==> config.mk <==
export PLATFORM = sky130hd
export DESIGN_NAME = serial_frame_receiver_crc_check_top
export DESIGN_NICKNAME = d
export VERILOG_FILES = /design/src/hw/rtl/sfrc_pkg.sv /design/src/hw/rtl/sfrc_cfg.sv /design/src/hw/rtl/sfrc_core.sv /design/src/hw/rtl/serial_frame_receiver_crc_check_top.sv
export SDC_FILE = /design/constraint.sdc
export NUM_CORES = 1
export LEC_CHECK = 0
export BUFFER_PORTS_ARGS = -buffer_cell sky130_fd_sc_hd__buf_2
export CAP_MARGIN = 15
export CORE_MARGIN = 2
export CORE_UTILIZATION = 50
export DETAILED_ROUTE_END_ITERATION = 6
export PLACE_DENSITY = 0.76
export SLEW_MARGIN = 20
export SYNTH_ARGS = -nofsm -noshare
export SYNTH_HDL_FRONTEND = slang
export SYNTH_HIERARCHICAL = 1
export SYNTH_SLANG_ARGS = --single-unit
==> constraint.sdc <==
create_clock -name clk -period 6.4 [get_ports clk]
set_input_delay 0.64 -clock clk [delete_from_list [all_inputs] [get_ports clk]]
set_output_delay 0.64 -clock clk [all_outputs]
set_load 0.05 [all_outputs]
==> src/hw/rtl/sfrc_pkg.sv <==
// ----------------------------------------------------------------------------
// sfrc_pkg
// Shared types, constants and the CRC-16/XMODEM byte update for the serial
// frame receiver.
// ----------------------------------------------------------------------------
package sfrc_pkg;

  // frame buffer depth in bytes
  localparam int MAX_FRAME = 64;
  localparam int TOTAL_CAP = 149;
  localparam int LEN_LIMIT = 135;
  localparam int FRAME_CAP = (MAX_FRAME < TOTAL_CAP) ? MAX_FRAME : TOTAL_CAP;
  localparam int CNT_W     = $clog2(FRAME_CAP + 1);
  localparam int WIDE_W    = 10;
  localparam int LONG_MIN_TOTAL = 7;
  localparam int LEN_POS_COUNT  = 5;
  localparam int POS_MAX   = 63;

  localparam int BYTE_W    = 8;
  localparam int POS_W     = 6;
  localparam int STATUS_W  = 3;
  localparam int SLEN_W    = 7;
  localparam int TOTAL_W   = 8;
  localparam int CRC_W     = 16;
  localparam int CFG_IDX_W = 2;

  localparam logic [BYTE_W-1:0] SHORT_HEADER_RST = 8'h01;
  localparam logic [BYTE_W-1:0] LONG_HEADER_RST  = 8'h5A;
  localparam logic [SLEN_W-1:0] SHORT_LEN_RST    = 7'd4;

  typedef enum logic [CFG_IDX_W-1:0] {
    REG_SHORT_HEADER = 2'd0,
    REG_LONG_HEADER  = 2'd1,
    REG_SHORT_LEN    = 2'd2
  } reg_index_t;

  typedef enum logic [STATUS_W-1:0] {
    ST_PROGRESS   = 3'd0,
    ST_CRC_GOOD   = 3'd1,
    ST_CRC_BAD    = 3'd2,
    ST_SHORT_DONE = 3'd3,
    ST_ABANDON    = 3'd4
  } status_t;

  typedef struct packed {
    logic [BYTE_W-1:0] short_header;
    logic [BYTE_W-1:0] long_header;
    logic [SLEN_W-1:0] short_frame_length;
  } cfg_t;

  typedef struct packed {
    logic [BYTE_W-1:0] data_byte;
    logic [POS_W-1:0]  position;
    logic              last;
    status_t           status;
  } result_t;

  function automatic logic [CRC_W-1:0] crc_byte(input logic [CRC_W-1:0] c_in,
                                                 input logic [BYTE_W-1:0] b);
    logic [CRC_W-1:0] c;
    c = {c_in[7:0], c_in[15:8]};
    c = c ^ {8'h00, b};
    c = c ^ {12'h000, c[7:4]};
    c = c ^ {c[3:0], 12'h000};
    c = c ^ {3'b000, c[7:0], 5'b00000};
    return c;
  endfunction

endpackage

==> src/hw/rtl/sfrc_cfg.sv <==
// ----------------------------------------------------------------------------
// sfrc_cfg
// Configuration registers: header bytes and short frame length.
// ----------------------------------------------------------------------------
module sfrc_cfg (
  input  logic                          clk,
  input  logic                          rst,
  input  logic                          cfg_valid,
  output logic                          cfg_ready,
  input  logic [sfrc_pkg::CFG_IDX_W-1:0] cfg_index,
  input  logic [sfrc_pkg::BYTE_W-1:0]    cfg_data,
  output sfrc_pkg::cfg_t                 cfg
);
  import sfrc_pkg::*;

  cfg_t regs;

  assign cfg_ready = 1'b1;
  assign cfg       = regs;

  always_ff @(posedge clk) begin
    if (rst) begin
      regs.short_header       <= SHORT_HEADER_RST;
      regs.long_header        <= LONG_HEADER_RST;
      regs.short_frame_length <= SHORT_LEN_RST;
    end else if (cfg_valid && cfg_ready) begin
      unique case (cfg_index)
        REG_SHORT_HEADER: regs.short_header       <= cfg_data;
        REG_LONG_HEADER:  regs.long_header        <= cfg_data;
        REG_SHORT_LEN:    regs.short_frame_length <= cfg_data[SLEN_W-1:0];
        default: ;
      endcase
    end
  end

endmodule

==> src/hw/rtl/sfrc_core.sv <==
// ----------------------------------------------------------------------------
// sfrc_core
// Frame state and the single-pass byte step: header hunt, length capture,
// running CRC, trailer check and overflow abandon.
// ----------------------------------------------------------------------------
module sfrc_core (
  input  logic                        clk,
  input  logic                        rst,
  input  sfrc_pkg::cfg_t              cfg,
  input  logic                        step,
  input  logic [sfrc_pkg::BYTE_W-1:0] item_byte,
  output logic                        res_valid,
  output sfrc_pkg::result_t           res
);
  import sfrc_pkg::*;

  logic [CNT_W-1:0]   byte_count, byte_count_next;
  logic [TOTAL_W-1:0] expected_total, expected_total_next;
  logic               long_frame, long_frame_next;
  logic [CRC_W-1:0]   running_crc, running_crc_next;
  logic [BYTE_W-1:0]  trailer_high, trailer_high_next;

  logic [WIDE_W-1:0]  count_w;
  logic [WIDE_W-1:0]  count_inc_w;
  logic [WIDE_W-1:0]  total_w;
  logic [WIDE_W-1:0]  len_total;
  logic [POS_W-1:0]   pos;
  logic               crc_ok;

  assign count_w     = WIDE_W'(byte_count);
  assign count_inc_w = count_w + WIDE_W'(1);
  assign total_w     = WIDE_W'(expected_total);
  assign len_total   = WIDE_W'(item_byte) + WIDE_W'(LONG_MIN_TOTAL);
  assign pos         = (count_w > WIDE_W'(POS_MAX)) ? POS_W'(POS_MAX) : POS_W'(byte_count);

  always_comb begin
    byte_count_next     = byte_count;
    expected_total_next = expected_total;
    long_frame_next     = long_frame;
    running_crc_next    = running_crc;
    trailer_high_next   = trailer_high;
    res_valid           = 1'b0;
    res.data_byte       = item_byte;
    res.position        = pos;
    res.last            = 1'b0;
    res.status          = ST_PROGRESS;
    crc_ok              = 1'b0;

    if (byte_count == '0) begin
      res.position = '0;
      if (item_byte == cfg.short_header) begin
        long_frame_next     = 1'b0;
        expected_total_next = TOTAL_W'(cfg.short_frame_length);
        running_crc_next    = '0;
        byte_count_next     = CNT_W'(1);
        res_valid           = 1'b1;
      end else if (item_byte == cfg.long_header) begin
        long_frame_next     = 1'b1;
        expected_total_next = TOTAL_W'(LONG_MIN_TOTAL);
        running_crc_next    = crc_byte('0, item_byte);
        byte_count_next     = CNT_W'(1);
        res_valid           = 1'b1;
      end
    end else if (count_w >= WIDE_W'(MAX_FRAME)) begin
      byte_count_next = '0;
      res_valid       = 1'b1;
      res.last        = 1'b1;
      res.status      = ST_ABANDON;
    end else begin
      byte_count_next = CNT_W'(count_inc_w);
      res_valid       = 1'b1;
      if (long_frame) begin
        if (count_w + WIDE_W'(2) < total_w) begin
          running_crc_next = crc_byte(running_crc, item_byte);
        end else if (count_w + WIDE_W'(2) == total_w) begin
          trailer_high_next = item_byte;
        end
      end
      if (long_frame && count_inc_w == WIDE_W'(LEN_POS_COUNT)) begin
        expected_total_next = (len_total > WIDE_W'(TOTAL_CAP)) ?
                              TOTAL_W'(TOTAL_CAP) : TOTAL_W'(len_total);
      end else if (count_inc_w >= total_w) begin
        byte_count_next = '0;
        res.last        = 1'b1;
        if (long_frame) begin
          crc_ok = ({trailer_high, item_byte} == running_crc_next) &&
                   (total_w - WIDE_W'(2) <= WIDE_W'(LEN_LIMIT));
          res.status = crc_ok ? ST_CRC_GOOD : ST_CRC_BAD;
        end else begin
          res.status = ST_SHORT_DONE;
        end
      end
    end
  end

  always_ff @(posedge clk) begin
    if (rst) begin
      byte_count     <= '0;
      expected_total <= TOTAL_W'(LONG_MIN_TOTAL);
      long_frame     <= 1'b0;
      running_crc    <= '0;
      trailer_high   <= '0;
    end else if (step) begin
      byte_count     <= byte_count_next;
      expected_total <= expected_total_next;
      long_frame     <= long_frame_next;
      running_crc    <= running_crc_next;
      trailer_high   <= trailer_high_next;
    end
  end

  // result flags agree: last exactly when status is final
  assert property (@(posedge clk) disable iff (rst)
    res_valid |-> (res.last == (res.status != ST_PROGRESS)))
    else $error("last and status disagree");

  // frame count never passes the buffer depth
  assert property (@(posedge clk) disable iff (rst)
    WIDE_W'(byte_count) <= WIDE_W'(FRAME_CAP))
    else $error("byte count beyond buffer");

  // a closing transaction returns the receiver to hunting
  assert property (@(posedge clk) disable iff (rst)
    step && res_valid && res.last |=> byte_count == '0)
    else $error("frame not closed after last byte");

  // long frame total stays in its legal range
  assert property (@(posedge clk) disable iff (rst)
    long_frame && byte_count != '0 |->
      (WIDE_W'(expected_total) >= WIDE_W'(LONG_MIN_TOTAL)) &&
      (WIDE_W'(expected_total) <= WIDE_W'(TOTAL_CAP)))
    else $error("long frame total out of range");

endmodule

==> src/hw/rtl/serial_frame_receiver_crc_check_top.sv <==
// ----------------------------------------------------------------------------
// serial_frame_receiver_crc_check_top
// Byte-stream deframer with length-prefixed frames and CRC-16/XMODEM check.
// ----------------------------------------------------------------------------
// One received byte per cycle is sustained while the output is not stalled. A
// byte is held in an input register, goes through one pass of frame logic
// (header match, length capture, CRC byte update and trailer compare) and
// lands in the result register, from which its transaction is presented;
// a stalled output holds it there. Bytes seen while hunting that match no
// header produce no transaction. The configuration registers are written
// through their own port with no wait.
module serial_frame_receiver_crc_check_top (
  input  logic                           clk,
  input  logic                           rst,
  input  logic                           in_valid,
  output logic                           in_ready,
  input  logic [sfrc_pkg::BYTE_W-1:0]     rx_byte,
  output logic                           out_valid,
  input  logic                           out_ready,
  output logic [sfrc_pkg::BYTE_W-1:0]     data_byte,
  output logic [sfrc_pkg::POS_W-1:0]      position,
  output logic                           last,
  output logic [sfrc_pkg::STATUS_W-1:0]   status,
  input  logic                           cfg_valid,
  output logic                           cfg_ready,
  input  logic [sfrc_pkg::CFG_IDX_W-1:0]  cfg_index,
  input  logic [sfrc_pkg::BYTE_W-1:0]     cfg_data
);
  import sfrc_pkg::*;

  cfg_t              cfg;
  logic              in_q_valid;
  logic [BYTE_W-1:0] in_q_byte;
  logic              step;
  logic              res_valid;
  result_t           res;
  result_t           out_q;

  sfrc_cfg u_cfg (
    .clk       (clk),
    .rst       (rst),
    .cfg_valid (cfg_valid),
    .cfg_ready (cfg_ready),
    .cfg_index (cfg_index),
    .cfg_data  (cfg_data),
    .cfg       (cfg)
  );

  sfrc_core u_core (
    .clk       (clk),
    .rst       (rst),
    .cfg       (cfg),
    .step      (step),
    .item_byte (in_q_byte),
    .res_valid (res_valid),
    .res       (res)
  );

  assign step     = in_q_valid && (!out_valid || out_ready);
  assign in_ready = !in_q_valid || step;

  always_ff @(posedge clk) begin
    if (rst) begin
      in_q_valid <= 1'b0;
    end else if (in_valid && in_ready) begin
      in_q_valid <= 1'b1;
    end else if (step) begin
      in_q_valid <= 1'b0;
    end
  end

  always_ff @(posedge clk) begin
    if (in_valid && in_ready) begin
      in_q_byte <= rx_byte;
    end
  end

  always_ff @(posedge clk) begin
    if (rst) begin
      out_valid <= 1'b0;
    end else if (step && res_valid) begin
      out_valid <= 1'b1;
    end else if (out_ready) begin
      out_valid <= 1'b0;
    end
  end

  always_ff @(posedge clk) begin
    if (step && res_valid) begin
      out_q <= res;
    end
  end

  assign data_byte = out_q.data_byte;
  assign position  = out_q.position;
  assign last      = out_q.last;
  assign status    = out_q.status;

endmodule

After elaboration in Yosys (flattened, before gate mapping)
Index checks and enable logic that the tools add are counted.
{"block": "word_totals", "ff_bits": 91, "input_bits": 23, "out_inout_bits": 21, "elab_cells": 105}
{"block": "op_classes", "n_addsub": 4, "n_lt_le_gt_ge": 6, "n_eq_ne": 9, "muxes": 35, "n_bitwise": 11, "n_reduce_logical": 24}
{"op": "16-bit two-way mux", "count": 8}
{"op": "8-bit two-way mux", "count": 6}
{"op": "7-bit two-way mux", "count": 6}
{"op": "16-bit by 13-bit bitwise XOR with 16-bit output", "count": 2}
{"op": "16-bit bitwise XOR", "count": 2}
{"op": "16-bit equality test", "count": 1}
{"op": "8-bit equality test", "count": 2}
{"op": "16-bit by 4-bit bitwise XOR with 16-bit output", "count": 1}
{"op": "16-bit by 8-bit bitwise XOR with 16-bit output", "count": 1}
{"op": "4-bit two-way mux", "count": 3}
{"op": "10-bit by 3-bit equality test with 1-bit output (second input constant)", "count": 1}
{"op": "10-bit by 8-bit equality test with 1-bit output", "count": 1}
{"op": "10-bit by 8-bit >= comparator with 1-bit output", "count": 1}
{"op": "10-bit by 8-bit greater-than comparator with 1-bit output (second input constant)", "count": 1}
{"op": "10-bit by 8-bit less-or-equal comparator with 1-bit output (second input constant)", "count": 1}
{"op": "10-bit by 8-bit less-than comparator with 1-bit output", "count": 1}
{"op": "8-bit by 3-bit adder with 9-bit output (second input constant)", "count": 1}
{"op": "1-bit two-way mux", "count": 9}
{"op": "8-bit by 2-bit subtractor with 9-bit output (second input constant)", "count": 1}
{"op": "7-bit by 1-bit adder with 8-bit output (second input constant)", "count": 1}
{"op": "7-bit by 2-bit adder with 8-bit output (second input constant)", "count": 1}
{"op": "2-bit AND reduction", "count": 4}
{"op": "2-bit nonzero test", "count": 4}
{"op": "8-bit by 4-bit bitwise XOR with 8-bit output", "count": 1}
{"op": "other kinds (19)", "count": 29}

Logic depth before layout (Yosys ltp)
{"block": "depth", "ltp_word": 15, "ltp_mapped": 13, "ltp_nobuf": 11}

By module
The synthesis kept the hierarchy.
{"mod": "sfrc_core", "n_inst": 1, "cells_per_inst": 503, "area_per_inst_um2": 4090.2, "seq_area_each_um2": 800.8}
{"mod": "sfrc_cfg", "n_inst": 1, "cells_per_inst": 97, "area_per_inst_um2": 984.7, "seq_area_each_um2": 460.4}
{"mod": "serial_frame_receiver_crc_check_top", "n_inst": 1, "cells_per_inst": 37, "area_per_inst_um2": 883.3, "seq_area_each_um2": 820.8}

Worst setup path before layout
OpenSTA, ideal clock, no wires.
{"block": "synth_timing", "path_type": "register to register", "from": "reg u_core.byte_count[1]", "to": "reg out_q (netlist bit status[1]) (data pin)", "setup_ps": 265, "t_arrival_ps": 2780, "required_ps": 6135, "setup_slack_ps": 3355, "path_stages_with_launch": 13, "path_buffers": 2, "period_less_slack_ps": 3045, "path_cell_list": "dfxtp_1 ha_1 nand3_1 xnor2_1 ha_1 a21o_1 and3_1 clkbuf_1 nor3_2 buf_2 a41oi_1 nor4_2 a21oi_1"}
{"block": "synth_between", "elab_chain_cells": 10, "elab_cells_between_ends": 18, "cone_classes": "add/sub (2); order compare (3); eq/ne (2); mux (6); bitwise (1); reduce/logical (4)"}
{"item": "start, declared", "line": "sfrc_core.sv:17", "rtl": "logic [CNT_W-1:0] byte_count, byte_count_next;"}
{"item": "start signal, assigned", "line": "sfrc_core.sv:104", "rtl": "byte_count <= byte_count_next;"}
{"item": "7-bit by 2-bit adder with 8-bit output", "line": "sfrc_core.sv:73", "rtl": "if (count_w + WIDE_W'(2) < total_w) begin"}
{"item": "10-bit by 8-bit less-than comparator with 1-bit output", "line": "sfrc_core.sv:73"}
{"item": "16-bit two-way mux", "line": "sfrc_core.sv:73"}
{"item": "16-bit two-way mux", "line": "sfrc_core.sv:72", "rtl": "if (long_frame) begin"}
{"item": "16-bit two-way mux", "line": "sfrc_core.sv:64", "rtl": "end else if (count_w >= WIDE_W'(MAX_FRAME)) begin"}
{"item": "16-bit two-way mux", "line": "sfrc_core.sv:49", "rtl": "if (byte_count == '0) begin"}
{"item": "16-bit equality test", "line": "sfrc_core.sv:86", "rtl": "crc_ok = ({trailer_high, item_byte} == running_crc_next) &&"}
{"item": "1-bit logical AND", "line": "sfrc_core.sv:86"}
{"item": "2-bit two-way mux", "line": "sfrc_core.sv:88", "rtl": "res.status = crc_ok ? ST_CRC_GOOD : ST_CRC_BAD;"}
{"item": "3-bit two-way mux", "line": "sfrc_core.sv:85", "rtl": "if (long_frame) begin"}
{"item": "end signal, assigned", "line": "serial_frame_receiver_crc_check_top.sv:90", "rtl": "out_q <= res;"}
{"item": "end, declared", "line": "serial_frame_receiver_crc_check_top.sv:37", "rtl": "result_t out_q;"}
Several ways; a longest one is shown, not always the timed one. The select of a mux whose other input is x is not followed.
A chain may end at the register's enable or synchronous reset.

Final worst setup path
{"block": "layout_timing", "from": "reg u_core.byte_count[2]", "to": "reg out_q (netlist bit status[1]) (data pin)"}
Same word-level chain as after synthesis.

==> implementation parameters <==
Parameter                              Value

Routing
  DRC Markers    1
  Total length of routed met3 wires    1080 um
  Met2 wire length    7300 um
  Detail-routed net length per standard cell    roughly 20 um
  Met1 layer wirelength in the final routing    slightly below 7000 um
  Number of search-and-repair iterations in the first detailed-routing pass    7
  Overall via count from detail_route    4800
  Routed Wire Length    around 16000 um
  Detailed Route Iter0 Violations    approximately 520
  Remaining antenna violation count    0
  DR vias/cell    6.05
  Highest Signal Layer    met4

Clock network
  TritonCTS Sinks    just over 90
  Clock tree from TritonCTS    done
  Maximum level of the CTS H-tree    3
  Reg clk slew, reported paths    around 0.07 ns
  CTS root buf    clkbuf_16
  Clock Latency Late Sink    approximately 0.35 ns
  Buffer depth of the longest clock path    2
  Number of hold buffers added after CTS    0
  CTS buffer count    9
  Post-cts repair resize count    0
  Post-CTS Setup Inserts    0

Synthesis
  Number of flops mapped to enable cells by yosys    26
  Leading area contributor after synthesis    dfxtp_1
  Average size of a mapped cell    about 9.4 um2
  Synthesized-area fraction occupied by and/or/nand/nor cells    between 10% and 20%
  Synth Flop Type    dfxtp_1
  Part of the Yosys area used for sequential elements    about a third
  Number of standard cells after synthesis    637
  Multiplexer area fraction after synthesis    6.05%
  Netlist area before placement    ~0.006 mm2
  Distinct cells, synth    about 80
  Fraction of synthesis flops using an asynchronous set or reset pin    0%
  Post-synthesis sequential element count    91
  Compound-cell area share of the yosys netlist    between 10% and 20%
  Xor-xnor portion of the synthesized cell area    about 14%
  Synth area leaders    dfxtp_1, edfxtp_1, mux2i_1
  YS warnings    6
  Combinational family with the most area after synthesis    simple AND/OR/NAND/NOR gates
  Mapped Nets    683
  Portion of synthesized cell area occupied by the leading cell type    21.8%
  Share of synthesized cell area in full adder, half adder and majority cells    just under 5%

Cells and area
  Final core utilization    a little under three fifths
  Proportion of layout cells with a drive suffix above 1    12.9%
  Total non-filler cell area in the finished layout    0.00640 mm2
  Number of fill cells in the layout    1027
  Final Non-Filler Cells    approximately 800
  Net count of the finished layout    about 690
  Layout area overhead    7.48%
  Inserted Diodes    0

Floorplanning
  Core area    between 0.01 and 0.015 mm2
  Area of the die    between 0.01 and 0.015 mm2
  Starting density of the core    51.7%
  Number of I/O pins    44
  Die X    113 um
  Die H    about 110 um
  Num rows    39

STA
  Worst hold slack across all endpoints    0.465 ns
  Fmax    249 MHz
  Slew Limit Fails    0
  Unrepaired setup endpoints after global routing    no
  Final setup violation count    0
  Final period util    between 60% and 70%
  Minimum period implied by the final worst setup slack    around 4 ns
  Worst relative slew slack    35.5%
  Max Clock Skew    approximately 0.007 ns
  Hold violation count in the final report    0
  Slew at the pin closest to its max-slew limit    between 0.9 and 1 ns
  Setup TNS    0 ns

Placed design
  Dpl cell area    around 0.0061 mm2
  Count of buffers from port buffering    between 40 and 50
  Detailed placement HPWL    11300 um
  Number of cells after detailed placement    777
  Placer Congestion    approximately 0.94

Power
  Peak supply drop    between 200 and 250 uV
  Power density over cell area    196 mW/mm2
  Leakage power    2.56 nW

Outcome
  Run status    finished, violations left
  Failing checks    DRC

Hold path
  Type of the worst min-delay path    in -> reg

Setup path
  Critical path type    reg -> reg
  CP max FO    14
  Crit path arrival time    roughly 4 ns
  Kind of launch point of the worst setup path    flop
  Kind of end point of the critical path    flop
  Required time of the worst setup path    between 6 and 7 ns

Global routing
  Aggregate global-route resource usage    about 25%
  Vias in the first global route    roughly 4700
  Total global routing overflow    0
  Largest net degree at the start of global routing    45
  Global-route wire length before repair    approximately 25000 um
  Initial antenna violation count    0

Job
  Number of max-capacitance violations reported    0
## placed cells by master, fill, tap and decap left out, types with 4 or more instances in the layout
cell type | synthesis | final
xnor3_1 | 8 | 8
a21oi_1 | 27 | 27
o21a_1 | 6 | 6
nand3b_1 | 4 | 4
a221oi_1 | 5 | 5
nand3_1 | 16 | 16
nor4_2 | 4 | 4
nor4_1 | 6 | 6
a22oi_1 | 7 | 7
and2_1 | 6 | 6
mux2i_1 | 36 | 36
o211ai_1 | 5 | 5
buf_2 | 17 | 42
xnor2_1 | 35 | 35
dfxtp_1 | 65 | 65
ha_1 | 23 | 23
nor3_1 | 9 | 9
clkbuf_16 | 0 | 9
nand2b_1 | 31 | 31
o31ai_1 | 5 | 5
nor2_1 | 61 | 61
o21ai_0 | 19 | 19
a211oi_1 | 11 | 11
inv_1 | 28 | 28
nand2_1 | 32 | 32
xor2_1 | 28 | 28
or3_1 | 4 | 4
a311oi_1 | 4 | 4
edfxtp_1 | 26 | 26
buf_4 | 11 | 6
and3_1 | 4 | 4
## power by group
part | switching (W) | internal [W] | leakage [nW]
Sequential | 0.0000200 | 0.000601 | 0.764
Combinational | 0.0000651 | 0.0000561 | 1.65
Clock | 0.000229 | 0.000287 | 0.140
Total | 0.000314 | 0.000944 | 2.56
## flip-flops by register name, indices dropped and copies added (netlist names)
signal / cells
u_cfg/cfg: 23
u_core/running_crc: 16
data_byte: 8
in_q_byte: 8
u_core/expected_total: 8
u_core/trailer_high: 8
u_core/byte_count: 7
position: 6
status: 3
in_q_valid: 1
last: 1
out_valid: 1
u_core/long_frame: 1
## synth_stat cells, drive strengths merged (3+ instances only)
cell,instances
dfxtp,65
nor2,61
xnor2,37
mux2i,36
buf,34
nand2,33
nand2b,31
a21oi,28
inv,28
xor2,28
edfxtp,26
ha,23
o21ai,21
clkbuf,17
nand3,16
a211oi,12
nor3,10
nor4,10
xnor3,8
a22oi,7
a221oi,6
and2,6
o21a,6
nand3b,5
o211ai,5
o31ai,5
a311oi,4
and3,4
or2,4
or3,4
a21boi,3
a31oi,3
and3b,3
nand4,3
nor2b,3
o221ai,3
o32ai,3
xor3,3
## layout make-up
cell class,count,area [um2],area share [%]
multi-input cells,467,3490,54.6
flip-flops and latches,91,2080,32.5
clock buffers,12,256,4.01
repair buffers,48,255,3.99
well taps,143,179,2.79
inverters,28,105,1.64
clock inverters,4,31.3,0.488
## routing by layer
| layer | GRT usage, % | vias up |
|---|---|---|
| met3 | 6.37 | 32 |
| met2 | 40.2 | 189 |
| met1 | 32.6 | 2289 |
| met5 | 0 | - |
| li1 | - | 2290 |
| met4 | 8.46 | 0 |
## critical path: stages (launching register included)
cell and delay [ns]:
dfxtp_1 0.55, ha_1 0.35, nand3_1 0.16, xnor2_1 0.17, ha_1 0.30, a21o_1 0.19
and3_1 0.27, nor3_2 0.82, mux2i_1 0.34, o2111ai_1 0.14, nor4_2 0.35, a21oi_1 0.12
## per-stage QoR
stage               setup WS, ns  total power (W)
finish                      2.38          0.00126
detailed placement          2.46         0.000753
global route                1.98          0.00130
global placement            2.64         0.000751
floorplan                   3.35         0.000725
CTS                         2.45          0.00127
## worst paths after layout
check,startpoint,slack (ns),end,cells past startpoint
min reg2reg,u_core/expected_total[7],0.47,u_core/expected_total[7],2
max reg2reg,u_core/byte_count[2],2.38,status[1],11
min,rx_byte[5],0.47,in_q_byte[5],1
max,u_core/byte_count[2],2.38,status[1],11
## cells by family after synthesis
| logic type | count (synthesis) |
|---|---|
| and+or+nand+nor | 199 |
| AOI/OAI and AO/OA | 132 |
| DFF | 91 |
| buffers and inverters | 79 |
| xor gates and xnor gates | 76 |
| muxes | 36 |
| adders and majority gates | 23 |
| other | 1 |
Note: power is estimated with default switching activity, not from simulation.
